[src/rtl/text_encoding_detector_top_assert.svh]
// Assertion macros shared by the RTL files of the text encoding detector.
// Each macro takes a label, the clock, the active-low reset, and the
// expressions that make up the property.
`ifndef TEXT_ENCODING_DETECTOR_TOP_ASSERT_SVH
`define TEXT_ENCODING_DETECTOR_TOP_ASSERT_SVH

`ifndef ASSERT_OFF

// The consequent must hold in the same cycle as the antecedent.
`define TED_ASSERT_IMPLY(label, clk, rst_n, ante, cons) \
	label: assert property (@(posedge clk) disable iff (!rst_n) (ante) |-> (cons)) \
		else $error("assertion failed");

// The consequent must hold in the cycle after the antecedent.
`define TED_ASSERT_NEXT(label, clk, rst_n, ante, cons) \
	label: assert property (@(posedge clk) disable iff (!rst_n) (ante) |=> (cons)) \
		else $error("assertion failed");

// The expression must never be true.
`define TED_ASSERT_NEVER(label, clk, rst_n, expr) \
	label: assert property (@(posedge clk) disable iff (!rst_n) !(expr)) \
		else $error("assertion failed");

`else

`define TED_ASSERT_IMPLY(label, clk, rst_n, ante, cons)
`define TED_ASSERT_NEXT(label, clk, rst_n, ante, cons)
`define TED_ASSERT_NEVER(label, clk, rst_n, expr)

`endif

`endif

[src/rtl/ted_pkg.sv]
package ted_pkg;

	// One input word: a byte of the buffer and its end marker.
	typedef struct packed {
		logic [7:0] data_byte;
		logic       last_byte;
	} in_word_t;

	// One verdict word.
	typedef struct packed {
		logic utf8_flag;
		logic ascii_flag;
		logic utf16_be_flag;
		logic utf16_le_flag;
		logic utf32_be_flag;
		logic utf32_le_flag;
	} out_word_t;

	// State of the streaming UTF-8 validator.
	typedef struct packed {
		logic [1:0]  pend;
		logic [2:0]  seq_len;
		logic [20:0] cp;
		logic        broken;
	} utf8_state_t;

	localparam logic [2:0] HeadDepth = 3'd4;

	localparam logic [2:0] SeqLen2 = 3'd2;
	localparam logic [2:0] SeqLen3 = 3'd3;
	localparam logic [2:0] SeqLen4 = 3'd4;

	localparam logic [20:0] Min3Byte = 21'h000800;
	localparam logic [20:0] Min4Byte = 21'h010000;
	localparam logic [20:0] MaxCodepoint = 21'h10FFFF;
	localparam logic [9:0]  SurrogateHigh = 10'h01B;

	// Byte order mark bytes.
	localparam logic [7:0] BomEf = 8'hEF;
	localparam logic [7:0] BomBb = 8'hBB;
	localparam logic [7:0] BomBf = 8'hBF;
	localparam logic [7:0] BomFe = 8'hFE;
	localparam logic [7:0] BomFf = 8'hFF;
	localparam logic [7:0] BomNul = 8'h00;

endpackage

[src/rtl/ted_in_if.sv]
interface ted_in_if;
	logic               valid;
	logic               ready;
	ted_pkg::in_word_t  payload;

	modport source (output valid, output payload, input ready);
	modport sink (input valid, input payload, output ready);
endinterface

[src/rtl/ted_out_if.sv]
interface ted_out_if;
	logic               valid;
	logic               ready;
	ted_pkg::out_word_t payload;

	modport source (output valid, output payload, input ready);
	modport sink (input valid, input payload, output ready);
endinterface

[src/rtl/text_encoding_detector_top.sv]
// Text encoding detector. Bytes of a buffer arrive on byte_ch, one word per
// byte, with last_byte set on the final byte; one verdict word leaves on
// verdict_ch for each buffer, and nothing for the other bytes. The first four
// bytes are matched against the UTF-8, UTF-16 and UTF-32 byte order marks;
// when a mark is found only its flags are set (a UTF-32 little-endian mark
// also sets the UTF-16 little-endian flag). Without a mark, utf8_flag tells
// whether the whole buffer is valid UTF-8 and ascii_flag whether every byte
// is below 0x80. The block takes one byte per clock cycle unless a last byte
// waits in the stage for the verdict register: each byte passes through an
// input register, one short stage of validator and mark logic, and the
// verdict register, which drives verdict_ch. The verdict register
// holds a finished word while the downstream side stalls, and bytes keep
// flowing into the stage until a second last byte would need that register.
// All buffer state is cleared after each last byte, so buffers may follow
// back to back.
module text_encoding_detector_top (
	input logic          clk,
	input logic          arst_n,
	ted_in_if.sink       byte_ch,
	ted_out_if.source    verdict_ch
);

`include "text_encoding_detector_top_assert.svh"

	// Input register stage.
	logic                 valid_s1;
	logic [7:0]           data_s1;
	logic                 last_s1;

	// Buffer state.
	logic [7:0]           head_q [4];
	logic [2:0]           seen_q;
	logic                 ascii_bad_q;
	ted_pkg::utf8_state_t utf8_q;

	// Verdict register.
	logic                 verdict_valid_q;
	ted_pkg::out_word_t   verdict_q;

	logic                 adv;
	logic                 take;
	logic [7:0]           head_n [4];
	logic [2:0]           seen_n;
	logic                 ascii_bad_n;
	ted_pkg::utf8_state_t utf8_n;
	logic                 utf8_ok;
	logic                 m8;
	logic                 m16be;
	logic                 m16le;
	logic                 m32be;
	logic                 m32le;
	logic                 any_mark;
	ted_pkg::out_word_t   verdict_n;

	// The stage moves on unless it holds a last byte and the verdict
	// register is still waiting to be taken.
	assign adv = valid_s1 && !(last_s1 && verdict_valid_q && !verdict_ch.ready);
	assign byte_ch.ready = !valid_s1 || adv;
	assign take = byte_ch.valid && byte_ch.ready;

	always_ff @(posedge clk or negedge arst_n) begin
		if (!arst_n) begin
			valid_s1 <= 1'b0;
		end else if (take) begin
			valid_s1 <= 1'b1;
		end else if (adv) begin
			valid_s1 <= 1'b0;
		end
	end

	always_ff @(posedge clk) begin
		if (take) begin
			data_s1 <= byte_ch.payload.data_byte;
			last_s1 <= byte_ch.payload.last_byte;
		end
	end

	// The first four bytes are kept for mark matching; the count saturates.
	always_comb begin
		head_n = head_q;
		seen_n = seen_q;
		if (seen_q < ted_pkg::HeadDepth) begin
			head_n[seen_q[1:0]] = data_s1;
			seen_n = seen_q + 3'd1;
		end
	end

	assign ascii_bad_n = ascii_bad_q || data_s1[7];

	ted_utf8_step u_utf8_step (
		.cur        (utf8_q),
		.data_byte  (data_s1),
		.last_byte  (last_s1),
		.nxt        (utf8_n),
		.valid_utf8 (utf8_ok)
	);

	// Mark matching on the window as it stands after this byte. The UTF-8
	// mark takes priority over all the others.
	always_comb begin
		m8 = (seen_n >= 3'd3) && (head_n[0] == ted_pkg::BomEf) &&
			(head_n[1] == ted_pkg::BomBb) && (head_n[2] == ted_pkg::BomBf);
		m32be = !m8 && (seen_n >= 3'd4) && (head_n[0] == ted_pkg::BomNul) &&
			(head_n[1] == ted_pkg::BomNul) && (head_n[2] == ted_pkg::BomFe) &&
			(head_n[3] == ted_pkg::BomFf);
		m32le = !m8 && (seen_n >= 3'd4) && (head_n[0] == ted_pkg::BomFf) &&
			(head_n[1] == ted_pkg::BomFe) && (head_n[2] == ted_pkg::BomNul) &&
			(head_n[3] == ted_pkg::BomNul);
		m16be = !m8 && (seen_n >= 3'd2) && (head_n[0] == ted_pkg::BomFe) &&
			(head_n[1] == ted_pkg::BomFf);
		m16le = !m8 && (seen_n >= 3'd2) && (head_n[0] == ted_pkg::BomFf) &&
			(head_n[1] == ted_pkg::BomFe);
		any_mark = m8 || m32be || m32le || m16be || m16le;

		verdict_n.utf8_flag = any_mark ? m8 : utf8_ok;
		verdict_n.ascii_flag = !any_mark && !ascii_bad_n;
		verdict_n.utf16_be_flag = m16be;
		verdict_n.utf16_le_flag = m16le;
		verdict_n.utf32_be_flag = m32be;
		verdict_n.utf32_le_flag = m32le;
	end

	// Buffer state is updated for every byte and cleared after the last one.
	always_ff @(posedge clk or negedge arst_n) begin
		if (!arst_n) begin
			head_q <= '{default: 8'd0};
			seen_q <= 3'd0;
			ascii_bad_q <= 1'b0;
			utf8_q <= '0;
		end else if (adv) begin
			if (last_s1) begin
				head_q <= '{default: 8'd0};
				seen_q <= 3'd0;
				ascii_bad_q <= 1'b0;
				utf8_q <= '0;
			end else begin
				head_q <= head_n;
				seen_q <= seen_n;
				ascii_bad_q <= ascii_bad_n;
				utf8_q <= utf8_n;
			end
		end
	end

	always_ff @(posedge clk or negedge arst_n) begin
		if (!arst_n) begin
			verdict_valid_q <= 1'b0;
		end else if (adv && last_s1) begin
			verdict_valid_q <= 1'b1;
		end else if (verdict_ch.ready) begin
			verdict_valid_q <= 1'b0;
		end
	end

	always_ff @(posedge clk) begin
		if (adv && last_s1) begin
			verdict_q <= verdict_n;
		end
	end

	assign verdict_ch.valid = verdict_valid_q;
	assign verdict_ch.payload = verdict_q;

	// A new verdict only ever comes from a last byte leaving the stage.
	`TED_ASSERT_IMPLY(a_verdict_from_last, clk, arst_n, verdict_valid_q && !$past(verdict_valid_q), $past(adv && last_s1))
	// The buffer state is empty right after a last byte.
	`TED_ASSERT_NEXT(a_clear_after_last, clk, arst_n, adv && last_s1, (seen_q == 3'd0) && !ascii_bad_q && (utf8_q == '0))
	// A UTF-16 or UTF-32 mark always suppresses the ASCII verdict.
	`TED_ASSERT_IMPLY(a_mark_no_ascii, clk, arst_n, verdict_valid_q && (verdict_q.utf16_be_flag || verdict_q.utf16_le_flag || verdict_q.utf32_be_flag), !verdict_q.ascii_flag)
	// Continuations are only pending inside a multibyte sequence.
	`TED_ASSERT_NEVER(a_pend_needs_seq, clk, arst_n, (utf8_q.pend != 2'd0) && (utf8_q.seq_len == 3'd0))

endmodule

[src/rtl/ted_utf8_step.sv]
// Next state of the UTF-8 validator for one byte, and the validity of the
// buffer if that byte ends it.
module ted_utf8_step (
	input  ted_pkg::utf8_state_t cur,
	input  logic [7:0]           data_byte,
	input  logic                 last_byte,
	output ted_pkg::utf8_state_t nxt,
	output logic                 valid_utf8
);

	ted_pkg::utf8_state_t fed;
	logic [20:0]          cp_shift;
	logic [1:0]           pend_dec;
	logic                 bad_end;

	assign cp_shift = {cur.cp[14:0], data_byte[5:0]};
	assign pend_dec = cur.pend - 2'd1;

	always_comb begin
		bad_end = 1'b0;
		if (cur.seq_len == ted_pkg::SeqLen3) begin
			bad_end = (cp_shift < ted_pkg::Min3Byte) ||
				(cp_shift[20:11] == ted_pkg::SurrogateHigh);
		end else if (cur.seq_len == ted_pkg::SeqLen4) begin
			bad_end = (cp_shift < ted_pkg::Min4Byte) || (cp_shift > ted_pkg::MaxCodepoint);
		end
	end

	always_comb begin
		fed = cur;
		if (!cur.broken) begin
			if (cur.pend == 2'd0) begin
				if (data_byte inside {[8'h00:8'h7F]}) begin
					fed = cur;
				end else if (data_byte inside {[8'hC2:8'hDF]}) begin
					fed.seq_len = ted_pkg::SeqLen2;
					fed.cp = {16'd0, data_byte[4:0]};
					fed.pend = 2'd1;
				end else if (data_byte inside {[8'hE0:8'hEF]}) begin
					fed.seq_len = ted_pkg::SeqLen3;
					fed.cp = {17'd0, data_byte[3:0]};
					fed.pend = 2'd2;
				end else if (data_byte inside {[8'hF0:8'hF4]}) begin
					fed.seq_len = ted_pkg::SeqLen4;
					fed.cp = {18'd0, data_byte[2:0]};
					fed.pend = 2'd3;
				end else begin
					fed = '0;
					fed.broken = 1'b1;
				end
			end else if (data_byte[7:6] != 2'b10) begin
				fed = '0;
				fed.broken = 1'b1;
			end else if (pend_dec != 2'd0) begin
				fed.cp = cp_shift;
				fed.pend = pend_dec;
			end else if (bad_end) begin
				fed = '0;
				fed.broken = 1'b1;
			end else begin
				fed.pend = 2'd0;
				fed.seq_len = 3'd0;
				fed.cp = '0;
			end
		end
	end

	assign nxt = fed;
	// A sequence still open at the end of the buffer counts as truncated.
	assign valid_utf8 = last_byte && !fed.broken && (fed.pend == 2'd0);

endmodule
[src/flat_wrapper.sv]
// flat-port wrapper written by rule: the top's interface ports become plain ports
module text_encoding_detector_top_flat 
  (clk, arst_n, byte_ch_valid, byte_ch_payload, byte_ch_ready, verdict_ch_valid, verdict_ch_payload, verdict_ch_ready);
  ted_in_if byte_ch_i ();
  ted_out_if verdict_ch_i ();
  input logic clk;
  input logic arst_n;
  input wire logic [$bits(byte_ch_i.valid)-1:0] byte_ch_valid;
  input wire logic [$bits(byte_ch_i.payload)-1:0] byte_ch_payload;
  output wire logic [$bits(byte_ch_i.ready)-1:0] byte_ch_ready;
  output wire logic [$bits(verdict_ch_i.valid)-1:0] verdict_ch_valid;
  output wire logic [$bits(verdict_ch_i.payload)-1:0] verdict_ch_payload;
  input wire logic [$bits(verdict_ch_i.ready)-1:0] verdict_ch_ready;
  assign byte_ch_i.valid = byte_ch_valid;
  assign byte_ch_i.payload = byte_ch_payload;
  assign byte_ch_ready = byte_ch_i.ready;
  assign verdict_ch_valid = verdict_ch_i.valid;
  assign verdict_ch_payload = verdict_ch_i.payload;
  assign verdict_ch_i.ready = verdict_ch_ready;
  text_encoding_detector_top u_core (.clk(clk), .arst_n(arst_n), .byte_ch(byte_ch_i), .verdict_ch(verdict_ch_i));
endmodule
[config.mk]
export PLATFORM = sky130hd
export DESIGN_NAME = text_encoding_detector_top_flat
export DESIGN_NICKNAME = d
export VERILOG_FILES = /design/src/rtl/ted_pkg.sv /design/src/rtl/ted_in_if.sv /design/src/rtl/ted_out_if.sv /design/src/rtl/text_encoding_detector_top.sv /design/src/rtl/ted_utf8_step.sv /design/src/flat_wrapper.sv
export VERILOG_INCLUDE_DIRS = /design/src /design/src/rtl
export SDC_FILE = /design/constraint.sdc
export NUM_CORES = 1
export LEC_CHECK = 0
export BUFFER_PORTS_ARGS = -buffer_cell sky130_fd_sc_hd__buf_2
export CAP_MARGIN = 10
export CORE_ASPECT_RATIO = 2
export CORE_MARGIN = 2
export CORE_UTILIZATION = 36
export DETAILED_ROUTE_END_ITERATION = 12
export SLEW_MARGIN = 20
export SYNTH_ARGS = -nofsm -noshare
export SYNTH_HDL_FRONTEND = slang
export SYNTH_SLANG_ARGS = --single-unit
[constraint.sdc]
create_clock -name clk -period 7.2 [get_ports clk]
set_input_delay 0.72 -clock clk [delete_from_list [all_inputs] [get_ports clk]]
set_output_delay 0.72 -clock clk [all_outputs]
set_load 0.01 [all_outputs]
* After elaboration in Yosys (flattened, before gate mapping)
Cells that the tools add are included.
Operators by class: add/subtract/negate cells 2, $mul 0, divide/modulo/power cells 0, order comparisons 17, equal/unequal tests 16, shifts and indexed selects 0, mux-type cells 31, bitwise logic cells 1, reductions and logical operators 56
Operator list (number):
- two-way mux 27 bit | 5
- two-way mux 26 bit | 3
- == test 8 bit, second input constant | 9
- two-way mux 32 bit | 2
- bitwise mux 32 bit | 1
- zero test 8 bit | 4
- logical AND 1 bit | 30
- greater-or-equal comparator 8 bit, second input constant | 3
- less-or-equal comparator 8 bit, second input constant | 3
- > comparator 21 bit, second input constant | 1
- < comparator 21 x 12 -> 1 bit, second input constant | 1
- < comparator 21 x 17 -> 1 bit, second input constant | 1
- two-way mux 21 bit | 1
- demux 8 bit (select 2 bit) | 1
- two-way mux 1 bit | 13
- == test 10 x 5 -> 1 bit, second input constant | 1
- two-way mux 3 bit | 3
- greater-or-equal comparator 8 x 1 -> 1 bit, second input constant | 1
- less-or-equal comparator 8 x 7 -> 1 bit, second input constant | 1
- logical OR 1 bit | 8
- two-way mux 8 bit | 1
- zero test 1 bit | 7
- greater-or-equal comparator 3 x 2 -> 1 bit, second input constant | 2
- greater-or-equal comparator 3 bit, second input constant | 2
- other kinds (16) | 19
Word-level totals: register bits after elaboration 74, bits in latches 0, RAM bits 0, ROM bits 0, bits of input ports 13, output and inout port bits 8, word-level logic and storage cells 143, memories kept 0

* Depth between registers and ports, before layout
Gate-level depths: netlist of the first run.
depth after elaboration 23, gate-level depth with buffers 10, gate-level depth less buffers 8

* Hierarchy
From an unflattened synthesis of the first run, not the netlist that was laid out.
Second synthesis, totals: cell total of the unflattened synthesis 381, area, all modules 4176.5 sq um
By module, submodules not included:
- text_encoding_detector_top | instances 1, cells each 292, area an instance 3560.9 sq um, sequential area each 2077.0 sq um
- ted_utf8_step | instances 1, cells each 89, area an instance 615.6 sq um, sequential area each 0.0 sq um

* Worst setup path after synthesis of the first run
OpenSTA, ideal clock, no wires.
path kind flip-flop to flip-flop, from reg u_core.seen_q[0], to reg u_core.verdict_q (netlist bit u_core.verdict_ch.payload[4]), data pin, library setup time 271 ps, data arrival time 2205 ps, required time 6929 ps, path slack 4724 ps, stages on the path, launching flop included 9, buffers on the path 0, period minus slack after synthesis 2476 ps, cells stage by stage dfrtp_1 inv_1 ha_1 o21ai_1 a211o_1 a2111oi_4 nand3_1 or4_1 nor4b_1
RTL lines:
- start: declaration | RTL line text_encoding_detector_top.sv:32 | logic [2:0] seen_q;
- start signal: assignment | RTL line text_encoding_detector_top.sv:138 | seen_q <= seen_n;
- end signal: assignment | RTL line text_encoding_detector_top.sv:157 | verdict_q <= verdict_n;
- end: declaration | RTL line text_encoding_detector_top.sv:38 | ted_pkg::out_word_t verdict_q;

==> load_flow_metrics.sql, run 1 <==
INSERT INTO impl_metrics (metric_group, metric, value, unit) VALUES
('setup_path', 'critical_path_required', '7250', 'ps'),
('floorplanning', 'die_width', '79.7', 'µm'),
('hold_path', 'min-delay-start', 'u_core.head_q[22]$_DFFE_PN0P_', ''),
('grt', 'grt_max_degree', '60', ''),
('floorplanning', 'die_height', '155', 'µm'),
('timing', 'relSlewSlack', '0.417', ''),
('run', 'max-cap-violations', '0', ''),
('floorplanning', 'floorplan.initialDensity', '0.366', ''),
('drt', 'num_vias', '3500', ''),
('yosys', 'synth_fp_nets', '452', ''),
('yosys', 'synth_flop_cell', 'dfrtp_1', ''),
('grt', 'antenna_found_initial', '0', ''),
('floorplanning', 'floorplan.die_area', '12400', 'µm²'),
('hold_path', 'timing.hold.worst.class', 'reg2reg', ''),
('clocking', 'cts_tree', 'done', ''),
('clocking', 'cts-root-to-sink-buffers', '2', ''),
('place', 'post-dp-hpwl', '8070', 'µm'),
('setup_path', 'worstSetupEndpointType', 'register', ''),
('yosys', 'ys_async_sr_fraction', '0.797', ''),
('grt', 'grt_total_ovfl', '0', ''),
('yosys', 'synth_top_area_cell', 'dfrtp_1', ''),
('drt', 'detailedRoute.firstIterationViolations', '316', ''),
('floorplanning', 'io_pins', '21', ''),
('drt', 'detail-route-antenna-nets', '0', ''),
('clocking', 'cts_sinks', '74', ''),
('setup_path', 'setup.worst_path.start_class', 'register', ''),
('timing', 'max_clock_freq', '0.348', 'GHz'),
('yosys', 'synth_enable_flop_cells', '15', ''),
('yosys', 'synth_cells', '431', ''),
('yosys', 'synth.cell_area', '4130', 'µm²'),
('setup_path', 'r2r_start', 'u_core.seen_q[0]$_DFFE_PN0P_', ''),
('power', 'power.density', '361', 'nW/µm²'),
('grt', 'grt_pass1_wl', '18200', 'µm'),
('yosys', 'synth-warning-count', '0', ''),
('yosys', 'synth_seq_cells', '74', ''),
('finish', 'nets', '457', ''),
('timing', 'finClkSkew', '4.44', 'ps'),
('finish', 'layout.core_utilization', '0.409', ''),
('drt', 'drt_drc_violations_left', '0', ''),
('yosys', 'ys_seq_area_frac', '0.467', ''),
('timing', 'fin_setup_tns', '0', 'ps'),
('power', 'leakage', '1.92', 'nW'),
('timing', 'setup_violations', '0', ''),
('clocking', 'clk_pin_slew', '60', 'ps'),
('outcome', 'status', 'completed', ''),
('setup_path', 'worst-endpoint-arrival', '2930', 'ps'),
('clocking', 'post_cts.resized_instances', '0', ''),
('clocking', 'hold_buf_count_cts', '0', ''),
('clocking', 'clkLatencyLatePin', '330', 'ps'),
('power', 'worst_ir_drop_vdd', '0.132', 'mV'),
('floorplanning', 'placement_rows', '55', ''),
('clocking', 'cts_setup_buffers', '0', ''),
('drt', 'wl_per_cell', '19.5', 'µm'),
('finish', 'num_antenna_cells', '0', ''),
('yosys', 'postSynthAreaPerCell', '9.58', 'µm²'),
('timing', 'grt_setup_unrepaired', 'no', ''),
('timing', 'worst_slew_pin_slew', '862', 'ps'),
('clocking', 'cts_buffers', '9', ''),
('timing', 'report.final.slew_viol_count', '0', ''),
('setup_path', 'crit_fanout', '18', ''),
('setup_path', 'start_point_of_the_critical_path', 'u_core.seen_q[0]$_DFFE_PN0P_', ''),
('place', 'globalplace.congestion', '0.925', ''),
('yosys', 'share_of_the_synthesized_area_in_the_top_cell_type', '0.357', ''),
('drt', 'firstDrtPassIters', '5', ''),
('timing', 'final_number_of_hold_violating_endpoints', '0', ''),
('finish', 'share_of_post_route_cells_with_drive_strength_above_1', '0.107', ''),
('floorplanning', 'core_area', '11300', 'µm²'),
('clocking', 'clock_tree.root_cell', 'clkbuf_16', ''),
('grt', 'grt.total_usage', '0.195', ''),
('place', 'port-buffer-count', '20', ''),
('timing', 'fin_crit', '2880', 'ps'),
('yosys', 'synth_top_cells_by_area', 'dfrtp_1 36%, edfxtp_1 11%, nand2_1 5.1%, a22oi_1 4.7%, o21ai_0 4.2%', ''),
('drt', 'wl', '11400', 'µm'),
('timing', 'period_share', '0.400', ''),
('drt', 'vias_per_std_cell', '6.00', ''),
('clocking', 'h-tree-depth', '3', ''),
('yosys', 'synth_cell_types', '57', ''),
('setup_path', 'worstSetupPathType', 'reg2reg', ''),
('grt', 'vias_in_the_first_global_route', '3486', ''),
('finish', 'flow.area_growth_from_synthesis', '11.8', '%');
[registers in the layout (all words and copies together), names as in the netlist]
signal and count:
u_core.ascii_bad_q 1, u_core.data_s1 8, u_core.head_q 32, u_core.last_s1 1
u_core.seen_q 3, u_core.utf8_q 21, u_core.valid_s1 1, u_core.verdict_ch.payload 6
u_core.verdict_ch.valid 1
[critical path, stage by stage (launching register included)]
cell      delay (ps)
dfrtp_1          450
inv_1            160
ha_1             200
nand2b_1         390
o31ai_1          490
nand4_1          160
or4_1            570
nor4b_1          170
[cell type report]
type | count | area (µm²)
inverters | 12 | 45.0
multi-input cells | 315 | 2030
well taps | 142 | 178
clock buffers | 10 | 229
clock inverters | 6 | 81.3
fillers | 1140 | 6670
repair buffers | 24 | 130
flip-flops and latches | 74 | 1930
[stage by stage]
| stage | cell area (µm²) | setup WS (ps) | total power, mW | cells | hold slack [ps] |
|---|---|---|---|---|---|
| 5_1_grt | 4620 | 4120 | 1.77 | 583 | 513 |
| 2_1_floorplan | 4130 | 4720 | 1.04 | 431 | 424 |
| 4_1_cts | 4620 | 4350 | 1.67 | 583 | 485 |
| 3_3_place_gp | 4310 | 4430 | 1.18 | 567 | 460 |
| 6_report | 4620 | 4320 | 1.67 | 583 | 479 |
| 3_5_place_dp | 4310 | 4360 | 1.19 | 567 | 472 |
[worst paths after layout]
check	endpoint	slack [ps]	cells after the start
max in group asynchronous	u_core.head_q[22]$_DFFE_PN0P_	6130	2
min in group asynchronous	u_core.head_q[27]$_DFFE_PN0P_	520	2
setup / recovery	u_core.verdict_ch.payload[4]$_DFFE_PP_	4320	7
setup reg to reg	u_core.verdict_ch.payload[4]$_DFFE_PP_	4320	7
hold / removal	u_core.head_q[22]$_DFFE_PN0P_	480	2
hold reg to reg	u_core.head_q[22]$_DFFE_PN0P_	480	2
[per-layer routing]
| layer | global-route usage | wire length, µm |
|---|---|---|
| met1 | 0.203 | 4130 |
| met3 | 0.0319 | 415 |
| met5 | 0 | 0 |
| met4 | 0.134 | 689 |
| met2 | 0.347 | 6150 |
[placed cells by master, fill, tap and decap left out, drive strengths merged, types with 4 or more instances in the layout]
master  instances
ha              8
a21oi           8
a211oi          5
mux2i          15
nand2b         10
or3             4
or4             6
inv            12
a22o           16
o31ai           5
a22oi          26
a31oi           4
nand4           8
dfrtp          59
edfxtp         15
o21ai          38
nor3            9
o22ai           6
clkbuf         10
nor4            8
buf            24
nand3           6
nor2           27
nand2          56
[where the power goes]
part           internal, mW  switching [mW]  total, mW
registers             0.518           0.115      0.633
clock network         0.301           0.170      0.471
logic                 0.221           0.344      0.565
[logic make-up (layout without fill, tap and decap cells)]
group,after synthesis,count (layout),share of synthesized area
adder cells (fa/ha/maj),8,8,0.0242
multiplexers,15,15,0.0373
AO/OA/AOI/OAI,132,132,0.223
flip-flops,74,74,0.467
AND/OR/NAND/NOR,160,160,0.207
buffers and inverters,42,52,0.0421
[cell usage after synthesis (all sizes together) (6+ instances only)]
library cell  instances
nor3                  9
edfxtp               15
a22oi                26
nand2                56
or4                   6
buf                  11
nand4                 8
nand3                 6
ha                    8
dfrtp                59
nor4                  8
o22ai                 6
inv                  12
nor2                 27
mux2i                15
a22o                 16
o21ai                38
a21oi                 8
nand2b               10
clkbuf               19
(Power assumes the default switching activity.)
==> run 2, diff against run 1 <==
- clock period: 7.2 -> 2.86 ns (I/O delays scaled with it)
==> run 2 against run 1 <==
  * Cell count grew 2.9%
  * Total power grew 150%
  * Largest cell class unchanged
  * Clock skew shrank 0.95 ps
  * Highest routed layer unchanged
  * Wire length grew 6.9%
==> load_flow_metrics.sql, run 2 (same netlist as run 1, synthesis figures left out) <==
INSERT INTO impl_metrics (metric_group, metric, value, unit) VALUES
('setup_path', 'setup.worst_path.start_class', 'register', ''),
('finish', 'layout_common_cells', '59 x dfrtp_1, 56 x nand2_1, 35 x o21ai_0, 27 x nor2_1, 26 x a22oi_1', ''),
('power', 'power_switching', '1.62', 'mW'),
('timing', 'max_clock_freq', '0.370', 'GHz'),
('power', 'power.density', '879', 'nW/µm²'),
('power', 'power_report.internal_total', '2.52', 'mW'),
('clocking', 'clkLatencyLatePin', '340', 'ps'),
('timing', 'setup_violations', '0', ''),
('place', 'globalplace.congestion', '1.04', ''),
('drt', 'firstDrtPassIters', '4', ''),
('setup_path', 'crit_fanout', '8', ''),
('power', 'worst_ir_drop_vdd', '0.332', 'mV'),
('finish', 'flow.area_growth_from_synthesis', '14.0', '%'),
('place', 'post-dp-hpwl', '9020', 'µm'),
('setup_path', 'cpPeakStageDelay', '500', 'ps'),
('finish', 'top_registers', 'u_core.head_q x32, u_core.utf8_q x21, u_core.data_s1 x8', ''),
('power', 'pwr-share-clk', '0.250', ''),
('setup_path', 'start_point_of_the_critical_path', 'u_core.seen_q[1]$_DFFE_PN0P_', ''),
('timing', 'report.final.slew_viol_count', '0', ''),
('power', 'switching_share', '0.391', ''),
('drt', 'drt_drc_violations_left', '0', ''),
('clocking', 'cts_buffers', '9', ''),
('finish', 'num_antenna_cells', '0', ''),
('clocking', 'cts_sinks', '74', ''),
('timing', 'fin_setup_tns', '0', 'ps'),
('timing', 'final_critical_path_setup_slack', '156', 'ps'),
('floorplanning', 'die_width', '79.7', 'µm'),
('setup_path', 'worst-endpoint-arrival', '2790', 'ps'),
('power', 'leakage', '1.98', 'nW'),
('drt', 'num_vias', '3599', ''),
('drt', 'wl_per_cell', '20.3', 'µm'),
('grt', 'grt_max_degree', '60', ''),
('finish', 'layout.core_utilization', '0.417', ''),
('place', 'port-buffer-count', '20', ''),
('clocking', 'cts-root-to-sink-buffers', '2', ''),
('timing', 'relSlewSlack', '0.361', ''),
('timing', 'finClkSkew', '3.48', 'ps'),
('grt', 'grt_total_ovfl', '0', ''),
('timing', 'fin_crit', '2700', 'ps'),
('timing', 'period_share', '0.945', ''),
('drt', 'detail-route-antenna-nets', '0', ''),
('drt', 'vias_per_std_cell', '6.00', ''),
('setup_path', 'crit_chain', 'inv_1 -> ha_1 -> o21ai_1 -> a211o_1 -> a2111oi_4 -> nand3_1 -> or4_1 -> nor4b_1', ''),
('grt', 'grt_pass1_wl', '19400', 'µm'),
('finish', 'largest_register_ffs', '32', ''),
('run', 'max-cap-violations', '0', ''),
('clocking', 'clk_pin_slew', '50', 'ps'),
('power', 'seq_pwr_share', '0.383', ''),
('floorplanning', 'placement_rows', '55', ''),
('finish', 'nets', '474', ''),
('drt', 'detailedRoute.firstIterationViolations', '265', ''),
('hold_path', 'timing.hold.worst.class', 'in2async', ''),
('floorplanning', 'io_pins', '21', ''),
('floorplanning', 'floorplan.die_area', '12400', 'µm²'),
('grt', 'vias_in_the_first_global_route', '3670', ''),
('grt', 'grt.total_usage', '0.208', ''),
('outcome', 'status', 'completed', ''),
('floorplanning', 'die_height', '155', 'µm'),
('timing', 'grt_setup_unrepaired', 'no', ''),
('clocking', 'h-tree-depth', '3', ''),
('timing', 'worst_slew_pin_slew', '945', 'ps'),
('clocking', 'clock_tree.root_cell', 'clkbuf_16', ''),
('power', 'power_frac_comb', '0.367', ''),
('place', 'place_worst_setup_slack', '171', 'ps'),
('finish', 'top_register', 'u_core.head_q', ''),
('floorplanning', 'floorplan.initialDensity', '0.366', ''),
('setup_path', 'critPathSlowestCell', 'or4_1', ''),
('timing', 'final_number_of_hold_violating_endpoints', '0', ''),
('grt', 'antenna_found_initial', '0', ''),
('setup_path', 'r2r_start', 'u_core.seen_q[1]$_DFFE_PN0P_', ''),
('finish', 'leading_cell_type_in_the_layout_fill_and_taps_excluded', 'dfrtp_1', ''),
('clocking', 'cts_tree', 'done', ''),
('floorplanning', 'core_area', '11300', 'µm²'),
('finish', 'share_of_post_route_cells_with_drive_strength_above_1', '0.140', ''),
('setup_path', 'critical_path_required', '2940', 'ps'),
('drt', 'wl', '12200', 'µm'),
('setup_path', 'worstSetupPathType', 'reg2reg', ''),
('finish', 'fill_cells', '1131', ''),
('setup_path', 'worstSetupEndpointType', 'register', '');
==> run 2: per-stage QoR <==
step / cell area [µm²] / total power [mW] / hold WS, ps / std cells
final: 4710 / 4.14 / 86.9 / 600
after global routing: 4710 / 4.39 / 119 / 600
after CTS: 4700 / 4.13 / 121 / 600
after detailed placement: 4440 / 3.09 / 466 / 584
after global placement: 4440 / 3.05 / 454 / 584
after floorplan: 4130 / 2.61 / -9.59 / 431
==> run 2: power groups by stage <==
stage                     clock, mW  sequential [mW]  combinational (mW)
after floorplan                   0             1.49                1.12
after global placement            0             1.58                1.47
after detailed placement          0             1.59                1.50
after CTS                      1.05             1.57                1.51
after global routing           1.10             1.61                1.68
final                          1.04             1.58                1.52
==> run 2: final cells by class <==
type                            instances  area (µm²)  share of cell area
Timing Repair Buffer                   41         258              0.0548
Multi-Input combinational cell        315        2030               0.432
Inverter                               12        45.0             0.00957
Clock buffer                           13         250              0.0532
Sequential cell                        74        1930               0.409
Clock inverter                          3        17.5             0.00372
Tap cell                              142         178              0.0377
==> run 2: final timing paths <==
check | end | slack, ps | cells after the start
max in group asynchronous | u_core.head_q[22]$_DFFE_PN0P_ | 2220 | 2
max reg2reg | u_core.verdict_ch.payload[4]$_DFFE_PP_ | 160 | 8
min reg2reg | u_core.utf8_q[4]$_DFFE_PN0P_ | 470 | 2
max | u_core.verdict_ch.payload[4]$_DFFE_PP_ | 160 | 8
min in group clk | u_core.data_s1[6]$_DFFE_PP_ | 120 | 1
min | u_core.seen_q[2]$_DFFE_PN0P_ | 90 | 2
==> run 2: what timing repair did <==
| item | 4_1_cts | 5_1_grt |
|---|---|---|
| hold buffers | 0 | 0 |
| buffers inserted | 0 | 0 |
| endpoints found under the setup margin | 0 | 2 |
| endpoints found under the hold margin | 0 | 0 |
| resized for setup | 0 | 1 |
==> run 2: metal layers <==
| metal | track usage | part of all wire | up-vias |
|---|---|---|---|
| li1 | - | - | 1659 |
| met1 | 0.204 | 0.35 | 1779 |
| met2 | 0.381 | 0.55 | 114 |
| met3 | 0.0348 | 0.037 | 47 |
| met4 | 0.149 | 0.062 | 0 |
| met5 | 0 | 0 | - |
==> run 2: critical path: cells and delay by family (launching register included) <==
family,cells,cell delay [ps]
buffers and inverters,1,160
AO/OA/AOI/OAI,3,770
AND/OR/NAND/NOR,3,760
adder cells (fa/ha/maj),1,320
flip-flops,1,430
==> run 3, diff against run 2 <==
- SYNTH_HIERARCHICAL: unset -> 1
==> run 3 against run 2 <==
  * Maximum frequency is 0.44% lower
  * Synthesized cell count shrank 16%
  * Cell count down 9.3%
  * Count of clock-buffer cells in the layout is 3 lower
  * Worst setup slack got worse by 12 ps
  * Largest power group unchanged
  * Highest routed layer unchanged
==> load_flow_metrics.sql, run 3 <==
INSERT INTO impl_metrics (metric_group, metric, value, unit) VALUES
('outcome', 'status', 'completed', ''),
('floorplanning', 'core_area', '10500', 'µm²'),
('clocking', 'cts_sinks', '74', ''),
('timing', 'setup_violations', '0', ''),
('setup_path', 'critical_path_required', '2940', 'ps'),
('hold_path', 'timing.hold.worst.class', 'in2reg', ''),
('place', 'port-buffer-count', '20', ''),
('clocking', 'clock_tree.root_cell', 'clkbuf_16', ''),
('timing', 'finClkSkew', '7.56', 'ps'),
('yosys', 'postSynthAreaPerCell', '10.8', 'µm²'),
('setup_path', 'worstSetupEndpointType', 'register', ''),
('drt', 'num_vias', '3181', ''),
('finish', 'top_registers', 'u_core/head_q x32, u_core/utf8_q x21, u_core/data_s1 x8', ''),
('floorplanning', 'die_height', '152', 'µm'),
('yosys', 'synth-warning-count', '6', ''),
('floorplanning', 'io_pins', '21', ''),
('finish', 'largest_register_ffs', '32', ''),
('floorplanning', 'floorplan.die_area', '11800', 'µm²'),
('finish', 'finalNonFillerCells', '544', ''),
('finish', 'fill_cells', '999', ''),
('power', 'worst_ir_drop_vdd', '0.334', 'mV'),
('timing', 'relSlewSlack', '0.540', ''),
('floorplanning', 'placement_rows', '53', ''),
('drt', 'drt_drc_violations_left', '0', ''),
('floorplanning', 'die_width', '77.8', 'µm'),
('timing', 'grt_setup_unrepaired', 'no', ''),
('drt', 'firstDrtPassIters', '4', ''),
('timing', 'final_critical_path_setup_slack', '145', 'ps'),
('clocking', 'clk_pin_slew', '60', 'ps'),
('finish', 'layout.core_utilization', '0.441', ''),
('place', 'place_worst_setup_slack', '-39.1', 'ps'),
('run', 'max-cap-violations', '0', ''),
('finish', 'nets', '422', ''),
('setup_path', 'crit_fanout', '4', ''),
('setup_path', 'setup.worst_path.start_class', 'register', ''),
('yosys', 'synth.cell_area', '3920', 'µm²'),
('grt', 'grt_max_degree', '35', ''),
('yosys', 'synth_fp_nets', '383', ''),
('drt', 'vias_per_std_cell', '5.85', ''),
('timing', 'fin_crit', '2720', 'ps'),
('setup_path', 'worstSetupPathType', 'reg2reg', ''),
('grt', 'grt_pass1_wl', '17500', 'µm'),
('finish', 'flow.area_growth_from_synthesis', '18.6', '%'),
('timing', 'report.final.slew_viol_count', '0', ''),
('place', 'globalplace.congestion', '0.912', ''),
('grt', 'grt_total_ovfl', '0', ''),
('finish', 'num_antenna_cells', '0', ''),
('finish', 'share_of_post_route_cells_with_drive_strength_above_1', '0.214', ''),
('power', 'leakage', '2.02', 'nW'),
('place', 'dpl.cell_count', '527', ''),
('clocking', 'h-tree-depth', '3', ''),
('clocking', 'cts_tree', 'done', ''),
('yosys', 'synth_cells', '363', ''),
('finish', 'area.sequential', '1930', 'µm²'),
('timing', 'final_number_of_hold_violating_endpoints', '0', ''),
('finish', 'layout_common_cells', '59 x dfrtp_1, 56 x a22o_1, 31 x nand2_1, 30 x buf_4, 20 x buf_2', ''),
('grt', 'grt.total_usage', '0.198', ''),
('grt', 'vias_in_the_first_global_route', '3310', ''),
('timing', 'period_share', '0.949', ''),
('clocking', 'cts-root-to-sink-buffers', '2', ''),
('timing', 'max_clock_freq', '0.368', 'GHz'),
('finish', 'leading_cell_type_in_the_layout_fill_and_taps_excluded', 'dfrtp_1', ''),
('place', 'post-dp-hpwl', '8140', 'µm'),
('floorplanning', 'floorplan.initialDensity', '0.372', ''),
('clocking', 'cts_setup_buffers', '0', ''),
('drt', 'wl_per_cell', '20.2', 'µm'),
('drt', 'wl', '11000', 'µm'),
('drt', 'detail-route-antenna-nets', '0', ''),
('drt', 'detailedRoute.firstIterationViolations', '187', ''),
('clocking', 'clkLatencyLatePin', '340', 'ps'),
('setup_path', 'worst-endpoint-arrival', '2800', 'ps'),
('clocking', 'cts_buffers', '9', ''),
('power', 'power.density', '798', 'nW/µm²'),
('grt', 'antenna_found_initial', '0', ''),
('finish', 'multi_input_comb_area', '1880', 'µm²'),
('finish', 'top_register', 'u_core/head_q', ''),
('timing', 'worst_slew_pin_slew', '688', 'ps');
[run 3: area by class of cell]
class | count | area share
clock buffer | 10 | 0.0492
sequential | 74 | 0.414
multi-input combinational | 254 | 0.403
clock inverter | 6 | 0.0143
inverter | 12 | 0.00969
timing repair buffer | 51 | 0.0721
tap | 137 | 0.0369
[run 3: path summary, 6_finish.rpt]
kind / startpoint / depth (start not counted) / to / slack, ps
hold / removal: byte_ch_payload[7] / 1 / u_core/data_s1[6]$_DFFE_PP_ / 120
setup reg to reg: u_core/seen_q[1]$_DFFE_PN0P_ / 8 / u_core/verdict_ch.payload[5]$_DFFE_PP_ / 140
setup / recovery: u_core/seen_q[1]$_DFFE_PN0P_ / 8 / u_core/verdict_ch.payload[5]$_DFFE_PP_ / 140
min in group asynchronous: arst_n / 2 / u_core/utf8_q[22]$_DFFE_PN0P_ / 490
max in group asynchronous: arst_n / 3 / u_core/ascii_bad_q$_DFFE_PN0P_ / 1490
hold reg to reg: u_core/head_q[15]$_DFFE_PN0P_ / 2 / u_core/head_q[15]$_DFFE_PN0P_ / 480
[run 3: timing repair]
item	in CTS	in global routing
gates cloned	0	0
pin swaps	0	0
gates resized for setup	1	6
hold buffers	1	0
hold endpoints to repair	25	0
setup endpoints to repair	3	3
[run 3: where the power goes]
group          leakage, nW  internal (mW)  switching [mW]
Combinational        0.931          0.534           0.703
Clock                0.137          0.677           0.448
Sequential           0.948           1.22           0.126
Total                 2.02           2.44            1.28
[run 3: metrics by stage]
stage               instance area, µm²  setup TNS (ps)  power [mW]  hold slack, ps
detailed placement                4320           -64.3        2.56             335
global placement                  4320               0        2.54             326
CTS                               4630               0        3.71             113
finish                            4650               0        3.71             124
floorplan                         3920               0        2.15           -9.59
global route                      4650               0        3.90             117
[run 3: routing by layer]
layer,part of all wire,vias to the layer above,global-route usage
met1,0.37,1604,0.195
met3,0.025,26,0.0290
met2,0.57,78,0.382
met4,0.040,0,0.120
li1,-,1473,-
met5,0,-,0
[run 3: critical path: stages (launching register included)]
cell and delay [ps]:
dfrtp_1 370, inv_1 70, ha_1 160, nor2b_4 210
mux2_4 320, or4_4 510, or4b_4 570, o32ai_4 160
o21bai_2 100
